**config.mk**
```make
export PLATFORM = sky130hd
export DESIGN_NAME = npma_cell
export DESIGN_NICKNAME = d
export VERILOG_FILES = /design/src/design/negacyclic_poly_mul_add_top_defines.svh /design/src/design/npma_pkg.sv /design/src/design/npma_cell.sv
export SDC_FILE = /design/constraint.sdc
export NUM_CORES = 1
export LEC_CHECK = 0
export BUFFER_PORTS_ARGS = -buffer_cell sky130_fd_sc_hd__buf_2
export CAP_MARGIN = 5
export CORE_MARGIN = 3
export CORE_UTILIZATION = 45
export DETAILED_ROUTE_END_ITERATION = 12
export GPL_TIMING_DRIVEN = 0
export PLACE_DENSITY = 0.77
export SKIP_LAST_GASP = 1
export SYNTH_ARGS = -nofsm -noshare
export SYNTH_HDL_FRONTEND = slang
export SYNTH_SLANG_ARGS = --single-unit
```
**constraint.sdc**
```tcl
create_clock -name clk -period 2.9 [get_ports clk]
set_input_delay 0.58 -clock clk [delete_from_list [all_inputs] [get_ports clk]]
set_output_delay 0.58 -clock clk [all_outputs]
set_load 0.02 [all_outputs]
```
**src/design/negacyclic_poly_mul_add_top_defines.svh**
```systemverilog
// ----------------------------------------------------------------------------
// negacyclic_poly_mul_add_top_defines.svh
// Assertion macros shared by the negacyclic multiply-add design.
// ----------------------------------------------------------------------------
`ifndef NEGACYCLIC_POLY_MUL_ADD_TOP_DEFINES_SVH
`define NEGACYCLIC_POLY_MUL_ADD_TOP_DEFINES_SVH

`ifndef NO_ASSERTIONS
// same-cycle implication
`define NPMA_ASSERT_IMP(lbl, clk, rst_n, ante, cons) \
  lbl: assert property (@(posedge clk) disable iff (!rst_n) (ante) |-> (cons)) \
    else $error("npma: same-cycle check failed");
// next-cycle implication
`define NPMA_ASSERT_NXT(lbl, clk, rst_n, ante, cons) \
  lbl: assert property (@(posedge clk) disable iff (!rst_n) (ante) |=> (cons)) \
    else $error("npma: next-cycle check failed");
`else
`define NPMA_ASSERT_IMP(lbl, clk, rst_n, ante, cons)
`define NPMA_ASSERT_NXT(lbl, clk, rst_n, ante, cons)
`endif

`endif

```
**src/design/npma_pkg.sv**
```systemverilog
`timescale 1ns / 1ps
// ----------------------------------------------------------------------------
// npma_pkg
// Types, codes and helpers for the negacyclic multiply-add block.
// ----------------------------------------------------------------------------
package npma_pkg;

  localparam int IDX_W  = 9;
  localparam int COEF_W = 8;
  localparam int S_W    = 2;
  localparam int TAB_N  = 1 << COEF_W;

  typedef enum logic [1:0] {
    OP_LOAD = 2'd0,
    OP_PUSH = 2'd1,
    OP_READ = 2'd2,
    OP_NONE = 2'd3
  } op_t;

  // secret coefficient as sign and magnitude, so that -(-2) fits
  typedef struct packed {
    logic       neg;
    logic [1:0] mag;
  } rot_t;

  // broadcast from the control stage to every cell
  typedef struct packed {
    logic              push;
    logic              restore;
    logic [COEF_W-1:0] amod;
    logic [COEF_W-1:0] a2mod;
  } cell_ctl_t;

  function automatic rot_t s_to_rot(input logic signed [S_W-1:0] s);
    rot_t r;
    r = '{neg: 1'b0, mag: 2'd0};
    case (s)
      2'sb01:  r = '{neg: 1'b0, mag: 2'd1};
      2'sb11:  r = '{neg: 1'b1, mag: 2'd1};
      2'sb10:  r = '{neg: 1'b1, mag: 2'd2};
      default: r = '{neg: 1'b0, mag: 2'd0};
    endcase
    return r;
  endfunction

endpackage

```
**src/design/npma_cell.sv**
```systemverilog
`timescale 1ns / 1ps
// ----------------------------------------------------------------------------
// npma_cell
// One accumulator cell: holds a secret coefficient, its rotated copy and a
// running sum mod MODULUS; passes the rotated copy to its neighbor on push.
// ----------------------------------------------------------------------------
module npma_cell #(
  parameter int MODULUS = 251
) (
  input  logic                          clk,
  input  logic                          rst_n,
  input  npma_pkg::cell_ctl_t           ctl,
  input  logic                          sel,
  input  npma_pkg::rot_t                s_new,
  input  npma_pkg::rot_t                rot_in,
  output npma_pkg::rot_t                rot_out,
  output logic [npma_pkg::COEF_W-1:0]   acc_out
);

  localparam logic [npma_pkg::COEF_W:0] MOD_X = (npma_pkg::COEF_W + 1)'(MODULUS);

  npma_pkg::rot_t                sec_r;
  npma_pkg::rot_t                rot_r;
  logic [npma_pkg::COEF_W-1:0]   acc_r;
  logic [npma_pkg::COEF_W-1:0]   acc_nxt;
  logic [npma_pkg::COEF_W-1:0]   term;
  logic [npma_pkg::COEF_W:0]     sum;
  logic [npma_pkg::COEF_W:0]     diff;

  always_comb begin
    case (rot_r.mag)
      2'd1:    term = ctl.amod;
      2'd2:    term = ctl.a2mod;
      default: term = '0;
    endcase
    sum  = {1'b0, acc_r} + {1'b0, term};
    diff = {1'b0, acc_r} - {1'b0, term};
    if (rot_r.neg) begin
      // borrow: wrap back into [0, MODULUS)
      if (acc_r < term) begin
        diff = diff + MOD_X;
      end
      acc_nxt = diff[npma_pkg::COEF_W-1:0];
    end else begin
      if (sum >= MOD_X) begin
        sum = sum - MOD_X;
      end
      acc_nxt = sum[npma_pkg::COEF_W-1:0];
    end
  end

  always_ff @(posedge clk) begin
    if (!rst_n) begin
      acc_r <= '0;
    end else if (sel) begin
      acc_r <= '0;
    end else if (ctl.push) begin
      acc_r <= acc_nxt;
    end
  end

  // secret stores are undefined until loaded
  always_ff @(posedge clk) begin
    if (sel) begin
      sec_r <= s_new;
      rot_r <= s_new;
    end else if (ctl.restore) begin
      rot_r <= sec_r;
    end else if (ctl.push) begin
      rot_r <= rot_in;
    end
  end

  assign rot_out = rot_r;
  assign acc_out = acc_r;

endmodule

```
[Word-level counts from Yosys, hierarchy flattened]
Index checks and enable logic that the tools add are counted.
Cells by class
  add/subtract/negate cells: 4
  $lt $le $gt $ge: 2
  equal/unequal tests: 2
  muxes and demuxes: 7
  bitwise operators: 1
  reductions and logical operators: 2
Operators with widths (count)
  2-to-1 mux 8 bit: 3
  one-hot mux 8 bit (2 select lines): 1
  adder 8 x 8 -> 9 bit: 1
  greater-or-equal comparator 9 x 8 -> 1 bit (second input constant): 1
  2-to-1 mux 3 bit: 3
  adder 8 bit (second input constant): 1
  less-than comparator 8 bit: 1
  subtractor 8 bit: 1
  subtractor 8 bit (second input constant): 1
  nonzero test 3 bit: 1
  == test 2 x 1 -> 1 bit (second input constant): 1
  == test 2 bit (second input constant): 1
  OR reduction 2 bit: 1
  NOT 1 bit: 1
Storage, ports and cells
  bits in registers: 14
  output and inout port bits: 11

[Longest topological paths before layout]
Gate-level depths: netlist of run 1.
  word-level depth: 6
  gate-level depth with buffers: 16

[Worst setup path before layout of run 1]
No wires, ideal clock.
  path type: flip-flop to flip-flop
  from: register rot_r (netlist bit rot_out[1])
  to: register acc_r (netlist bit acc_out[3])
  library setup time: 0.066 ns
  data arrival time: 3.348 ns
  setup slack: -0.514 ns
  cell stages (with the launch flop): 16
  buffers on the path: 2
  period minus slack after synthesis: 3.414 ns
  path through: edfxtp_1 > inv_1 > ha_1 > clkbuf_1 > a22oi_1 > or2_2 > ha_1 > buf_6 > nand2b_1 > a211oi_2 > nor4b_1 > a211oi_2 > nand2_1 > o21ai_2 > mux2_2 > a21boi_2
Between the ends
  word-level cells in the longest chain between the ends: 6
  elaborated cells on any way between the ends: 12
  those cells by class: 4 x add/sub; 2 x order compare; 2 x eq/ne; 4 x mux
Ends and longest elaborated chain
  start: declaration: RTL line npma_cell.sv:23  | npma_pkg::rot_t rot_r;
  start signal: assignment: RTL line npma_cell.sv:66  | rot_r <= s_new;
  start signal: assignment: RTL line npma_cell.sv:68  | rot_r <= sec_r;
  start signal: assignment: RTL line npma_cell.sv:70  | rot_r <= rot_in;
  == test 2 bit / == test 2 x 1 -> 1 bit (equally long branches): RTL line npma_cell.sv:31  | case (rot_r.mag)
  one-hot mux 8 bit (2 select lines) (*): RTL line npma_cell.sv:31
  adder 8 x 8 -> 9 bit / subtractor 8 bit (equally long branches): RTL line npma_cell.sv:36, npma_cell.sv:37
  subtractor 8 bit (tied with other cells): RTL line npma_cell.sv:46  | sum = sum - MOD_X;
  2-to-1 mux 8 bit (on tied branches): RTL line npma_cell.sv:45, npma_cell.sv:40
  2-to-1 mux 8 bit (*): RTL line npma_cell.sv:38  | if (rot_r.neg) begin
  end signal: assignment: RTL line npma_cell.sv:58  | acc_r <= acc_nxt;
  end: declaration: RTL line npma_cell.sv:24  | logic [npma_pkg::COEF_W-1:0] acc_r;
Every way passes the cells marked *; elsewhere a longest branch is shown, timed or not.
A chain may end at the register's enable or synchronous reset.

[Worst setup path in the final report of run 1]
  from: register rot_r (netlist bit rot_out[0])
  to: register acc_r (netlist bit acc_out[4])
Same word-level chain as after synthesis.

==> results by group, run 1 <==
Run status
  • Status: finished, violations left
  • Failing checks: setup timing

Worst setup path
  • Critical path class: reg -> reg
  • Reg2reg start: rot_out[0]
  • R2r worst-path depth: 16
  • FF-to-FF End: acc_out[4]
  • Crit end category: flip-flop
  • Setup crit start: rot_out[0]
  • CP required: roughly 3.1 ns
  • R2R Setup Slk: -0.35 ns
  • Crit path DAT: approximately 3.4 ns
  • Critical path startpoint category: flip-flop
  • Crit Path Max Fanout: 8

Floorplanning
  • Initial core utilization: 0.492
  • Top Ports: 38
  • Die Wd: 70.9 um
  • # rows: 22
  • Die H: approximately 70 um
  • Core Box Area: approximately 3900 um2
  • DIE AREA: between 5000 and 6000 um2

Route
  • Antenna viol nets, final: 0
  • Mean number of vias per cell: about 5.8
  • WL per Instance: 17.7 um
  • Post-route DRC: 0
  • Routed wire length: between 6000 and 7000 um
  • Initial DRC count: 140
  • Pre-Repair DR Iteration Count: 4
  • Routed vias: between 1500 and 2000

Clocking
  • CTS Buf Count: 3
  • H-Tree Depth: 1
  • Worst-Skew Late Latency: between 0.2 and 0.25 ns
  • CTS sink count: 14
  • Clock Tree Root: clkbuf_8
  • CTS tree: yes
  • # hold bufs at CTS: 0
  • Largest buffer count on any clock path: 2
  • CTS clk-pin slew, worst paths: about 0.06 ns

Cells and area
  • ANT cells: 0
  • Final net count: roughly 340
  • Area grow syn2layout: 48.2%
  • Most frequent cells in the layout: buf_2 (37), buf_4 (28), nor2_1 (18)
  • Layout cells sized above 1: 0.505
  • Commonest non-fill, non-tap cell in the layout: buf_2

Global routing
  • Largest net degree at the start of global routing: 11
  • GRT Overall Usage: 0.239
  • Initial antenna violation count: 0
  • Vias in the first global route: between 2000 and 2500
  • Global route overflow: 0
  • First-pass GRT wire length: 9780 um

Logic synthesis
  • Post-synthesis cell type count: 64
  • Synth warnings: 0
  • Syn avg cell area: between 8 and 9 um2
  • Register area share after synthesis: 0.180
  • Synthesized area: 1890 um2
  • Post-synth EDFFs: 6
  • Main synth FF type: dfxtp_1
  • Synth Instances: ~230
  • Ys async rst share: 0
  • Synth Net Count: between 200 and 300
  • Seq cells post-synth: 14

Run
  • Max Cap Viol: 0

STA
  • Worst Max-Slew Pin Slew: 0.558 ns
  • Skew final: around 0.00079 ns
  • Final period util: 1.12
  • Relative slew margins: 0.627
  • Max-slew violation count: 0
  • Period minus WS final: about 3.2 ns
  • Setup ws final: -0.350 ns
  • Worst hold margin: between 0.5 and 0.6 ns
  • Max Freq: 0.308 GHz
  • RSZ-0062 raised after global routing: yes
  • Endpoints failing setup: 8
  • Final hold vios: 0

Hold path
  • Min-Delay Startpoint: acc_out[0]
  • Hold path depth: 2
  • Worst hold endpoint: acc_out[0]
  • Worst min path class: reg -> reg

Power
  • Power per cell area: 509 nW/um2
  • Leakage: roughly 1.2 nW
  • Max VDD drop: approximately 410 uV
  • Pwr Total: around 1.4 mW

Place
  • Gp weighted congestion: slightly above 0.9
  • Dpl hpwl: 3840 um
  • PortBufs: 37
where the power goes:
part | leakage, nW | internal (mW) | total (mW) | switching (mW)
combinational | 1.08 | 0.471 | 1.01 | 0.537
sequential | 0.126 | 0.226 | 0.257 | 0.0307
clock | 0.0231 | 0.0937 | 0.164 | 0.0708
total | 1.23 | 0.792 | 1.43 | 0.639
sequential cells by signal, indices dropped and copies added, names as in the netlist:
| register | flops |
|---|---|
| acc_out | 8 |
| rot_out | 3 |
| sec_r | 3 |
through the flow:
stage                     utilization  std cells  setup WS, ns  setup TNS, ns  instance area [um2]
final                           0.729        341        -0.350          -2.35                 2810
after CTS                       0.704        336        -0.233          -1.63                 2710
after global placement          0.576        312        -0.566          -3.87                 2220
after detailed placement        0.576        312        -0.640          -4.50                 2220
after global routing            0.729        341        -0.451          -3.30                 2810
after floorplan                     -        227        -0.355          -2.21                 1970
how the worst max path moves through the flow:
stage                      end  slack (ns)  cells after the start
floorplan           acc_out[3]       -0.36                     14
global placement    acc_out[2]       -0.57                     13
detailed placement  acc_out[5]       -0.64                     12
CTS                 acc_out[6]       -0.23                     15
global route        acc_out[4]       -0.45                     15
finish              acc_out[4]       -0.35                     16
layer usage:
metal | track usage | wire length (um) | vias to the layer above
met1 | 0.302 | 2630 | 978
met2 | 0.426 | 3130 | 54
li1 | - | - | 943
met5 | 0 | 0 | -
met3 | 0.0256 | 161 | 8
met4 | 0.0731 | 108 | 0
cells in the mapped netlist (5+ instances only):
cell | number | share of area
nand2_1 | 15 | 0.030
nor2b_1 | 6 | 0.020
ha_1 | 20 | 0.13
nand3_1 | 5 | 0.013
edfxtp_1 | 6 | 0.095
xor2_1 | 7 | 0.032
dfxtp_1 | 8 | 0.085
a21oi_1 | 11 | 0.029
inv_1 | 18 | 0.036
o21ai_0 | 6 | 0.016
xnor2_1 | 11 | 0.051
mux2i_1 | 5 | 0.026
nor2_1 | 21 | 0.042
or2_2 | 9 | 0.030
a22oi_1 | 8 | 0.032
area by class of cell:
cell class	instances	area, um2
clock buffers	3	41.3
fillers	288	1050
plain buffers	5	51.3
well taps	48	60.1
flip-flops and latches	14	340
repair buffers	65	395
multi-input cells	186	1840
inverters	19	71.3
clock inverters	1	3.75
critical path, cell delays in order, from the launching register on:
cell and delay, ns:
edfxtp_1 0.40, buf_4 0.17, ha_4 0.19, a22oi_2 0.20, nor2_2 0.07, ha_2 0.21
fa_2 0.43, nand2b_4 0.12, a211oi_4 0.07, o211a_1 0.28, nor2_8 0.14, buf_4 0.15
buf_4 0.12, o21ai_4 0.08, buf_4 0.15, a221oi_4 0.29, a21o_1 0.12
cell families (layout without fill, tap and decap cells):
logic type | count (synthesis) | in the layout | share of synthesized area
flops | 14 | 14 | 0.180
buf+inv | 27 | 93 | 0.0713
xor+xnor | 18 | 18 | 0.0832
fa+ha+maj | 22 | 22 | 0.153
compound gates | 59 | 59 | 0.238
mux | 9 | 9 | 0.0502
simple gates | 78 | 78 | 0.224
timing repair:
action                                 in CTS  in global routing
gates resized for setup                    57                 10
setup endpoints to repair                   8                  8
setup buffers                              23                  5
endpoints found under the hold margin       0                  0
pin swaps                                  29                 12
Power figures use the tool's default switching activity.
==> run 2: changes to the inputs <==
--- a/config.mk
+++ b/config.mk
@@ -9,2 +9,3 @@
 export CAP_MARGIN = 5
+export CORE_ASPECT_RATIO = 0.8
 export CORE_MARGIN = 3
@@ -15,2 +16,3 @@
 export SKIP_LAST_GASP = 1
+export SLEW_MARGIN = 20
 export SYNTH_ARGS = -nofsm -noshare
==> constraint.sdc (replaced) <==
create_clock -name clk -period 2.9 [get_ports clk]
set_input_delay 0.29 -clock clk [delete_from_list [all_inputs] [get_ports clk]]
set_output_delay 0.29 -clock clk [all_outputs]
set_load 0.02 [all_outputs]
==> results by group, run 2 (same netlist as run 1, synthesis figures left out) <==
Run status
  • Status: finished, violations left
  • Failing checks: setup timing

Worst setup path
  • R2r worst-path depth: 15 (-1)
  • FF-to-FF End: acc_out[6]
  • Crit Path Max Fanout: 5 (-3)
  • Crit path DAT: 3.37 ns (-0.07 ns)
  • Crit end category: flip-flop
  • Reg2reg start: rot_out[1]
  • Critical path startpoint category: flip-flop
  • Critical path class: reg -> reg
  • CP required: 3.03 ns (-0.06 ns)
  • R2R Setup Slk: -0.35 ns (about the same)

Place
  • Dpl hpwl: 3780 um (-1.5%)
  • Gp weighted congestion: 0.926 (+1.5%)
  • Pre-CTS setup slack: -0.658 ns (-0.0182 ns)
  • PortBufs: 37 (unchanged)

STA
  • Setup ws final: -0.345 ns (+0.00477 ns)
  • Max Freq: 0.308 GHz (+0.15%)
  • Final hold vios: 0 (unchanged)
  • Worst hold margin: 0.227 ns (-0.285 ns)
  • Max-slew violation count: 0 (unchanged)
  • Skew final: 0.00374 ns (+0.00295 ns)
  • RSZ-0062 raised after global routing: yes
  • Endpoints failing setup: 8 (unchanged)
  • Final period util: 1.12 (-0.00165)
  • Relative slew margins: 0.626 (-0.00133)
  • Worst Max-Slew Pin Slew: 0.560 ns (+0.00124 ns)
  • Period minus WS final: 3.25 ns (-0.00477 ns)

Clocking
  • CTS sink count: 14 (unchanged)
  • CTS Buf Count: 3 (unchanged)
  • Worst-Skew Late Latency: 0.25 ns (about the same)
  • H-Tree Depth: 1 (unchanged)
  • CTS clk-pin slew, worst paths: 0.06 ns (about the same)
  • Largest buffer count on any clock path: 2 (unchanged)
  • CTS tree: yes
  • Clock Tree Root: clkbuf_8

Floorplanning
  • # rows: 20 (-9.1%)
  • Top Ports: 38 (unchanged)
  • Die Wd: 78.5 um (+11%)
  • Core Box Area: 3930 um2 (+1.9%)
  • DIE AREA: 5030 um2 (about the same)
  • Die H: 64.0 um (-9.7%)
  • Initial core utilization: 0.482 (-0.00939)

Power
  • Power per cell area: 514 nW/um2 (+0.88%)
  • Leakage: 1.26 nW (+2.4%)
  • Max VDD drop: 295 uV (-29%)

Cells and area
  • Commonest non-fill, non-tap cell in the layout: buf_2
  • Max reg flops: 8 (unchanged)
  • Most frequent cells in the layout: buf_2 (37), buf_4 (25), nor2_1 (16)
  • Area grow syn2layout: 55.5%
  • ANT cells: 0 (unchanged)
  • Layout cells sized above 1: 0.527 (+0.0221)
  • Fill count: 268 (-6.9%)
  • Final net count: 344 (+0.29%)
  • Multi-input combinational cell area: 1930 um2 (+4.6%)
  • FF+latch area: 340 um2 (unchanged)

Global routing
  • Initial antenna violation count: 0 (unchanged)
  • Vias in the first global route: 1948 (-5.3%)
  • Largest net degree at the start of global routing: 11 (unchanged)
  • Global route overflow: 0 (unchanged)
  • First-pass GRT wire length: 9240 um (-5.6%)
  • GRT Overall Usage: 0.229 (-0.0104)

Route
  • Routed wire length: 5750 um (-4.7%)
  • Pre-Repair DR Iteration Count: 4 (unchanged)
  • Mean number of vias per cell: 5.48 (-5.8%)
  • WL per Instance: 16.5 um (-6.8%)
  • Routed vias: 1912 (-3.6%)
  • Antenna viol nets, final: 0 (unchanged)
  • Post-route DRC: 0 (unchanged)
  • Initial DRC count: 104 (-26%)

Hold path
  • Hold path depth: 1 (-1)
  • Worst min path class: in -> reg
  • Min-Delay Startpoint: s_new[2]
  • Worst hold endpoint: sec_r[2]

Run
  • Max Cap Viol: 0 (unchanged)
run 2: where the power goes:
part / internal [mW] / switching [mW]
clock network: 0.0938 / 0.0696
registers: 0.227 / 0.0293
logic: 0.528 / 0.567
run 2: what timing repair did:
item	4_1_cts	5_1_grt
endpoints found under the setup margin	8	8
resized for setup	66	21
setup buffers	24	8
endpoints found under the hold margin	0	0
pin swaps	42	15
hold buffers	0	0
run 2: worst max-delay path by stage:
| stage | end | startpoint | slack (ns) |
|---|---|---|---|
| after floorplan | acc_out[3] | rot_out[0] | -0.36 |
| after global placement | acc_out[3] | rot_out[0] | -0.61 |
| after detailed placement | acc_out[2] | rot_out[0] | -0.66 |
| after CTS | acc_out[6] | rot_out[1] | -0.26 |
| after global routing | acc_out[6] | rot_out[1] | -0.50 |
| final | acc_out[6] | rot_out[1] | -0.35 |
run 2: layout make-up:
type,instances,share of cell area
Multi-Input combinational cell,186,0.655
Inverter,19,0.0259
Clock inverter,1,0.00127
Clock buffer,3,0.0140
Timing Repair Buffer,66,0.148
Buffer,5,0.0174
Tap cell,55,0.0234
Sequential cell,14,0.115
run 2: stage by stage:
step           total power, mW  setup TNS [ns]  area [um2]   util  cells
3_3_place_gp              1.00           -4.08        2230  0.567    319
2_1_floorplan            0.848           -2.21        1970      -    227
4_1_cts                   1.39           -1.64        2770  0.704    342
3_5_place_dp              1.01           -4.48        2230  0.567    319
6_report                  1.51           -2.28        2950  0.750    349
5_1_grt                   1.61           -3.38        2950  0.750    349
run 2: metal layers:
metal / wire length (um) / vias to the layer above / global-route usage
li1: - / 948 / -
met1: 2670 / 909 / 0.322
met2: 2810 / 50 / 0.395
met3: 223 / 5 / 0.0155
met4: 46 / 0 / 0.0284
met5: 0 / - / 0
run 2: critical path, stage by stage (launching register included):
cell and delay (ns):
edfxtp_1 0.46, inv_2 0.10, ha_4 0.17, a22oi_2 0.11, nor2_4 0.14, ha_4 0.15
inv_2 0.03, fa_2 0.37, a211oi_4 0.28, nor3b_2 0.10, o22a_2 0.25, a211o_1 0.26
nor2_1 0.12, nand2_1 0.09, xnor2_2 0.17, a221o_1 0.34
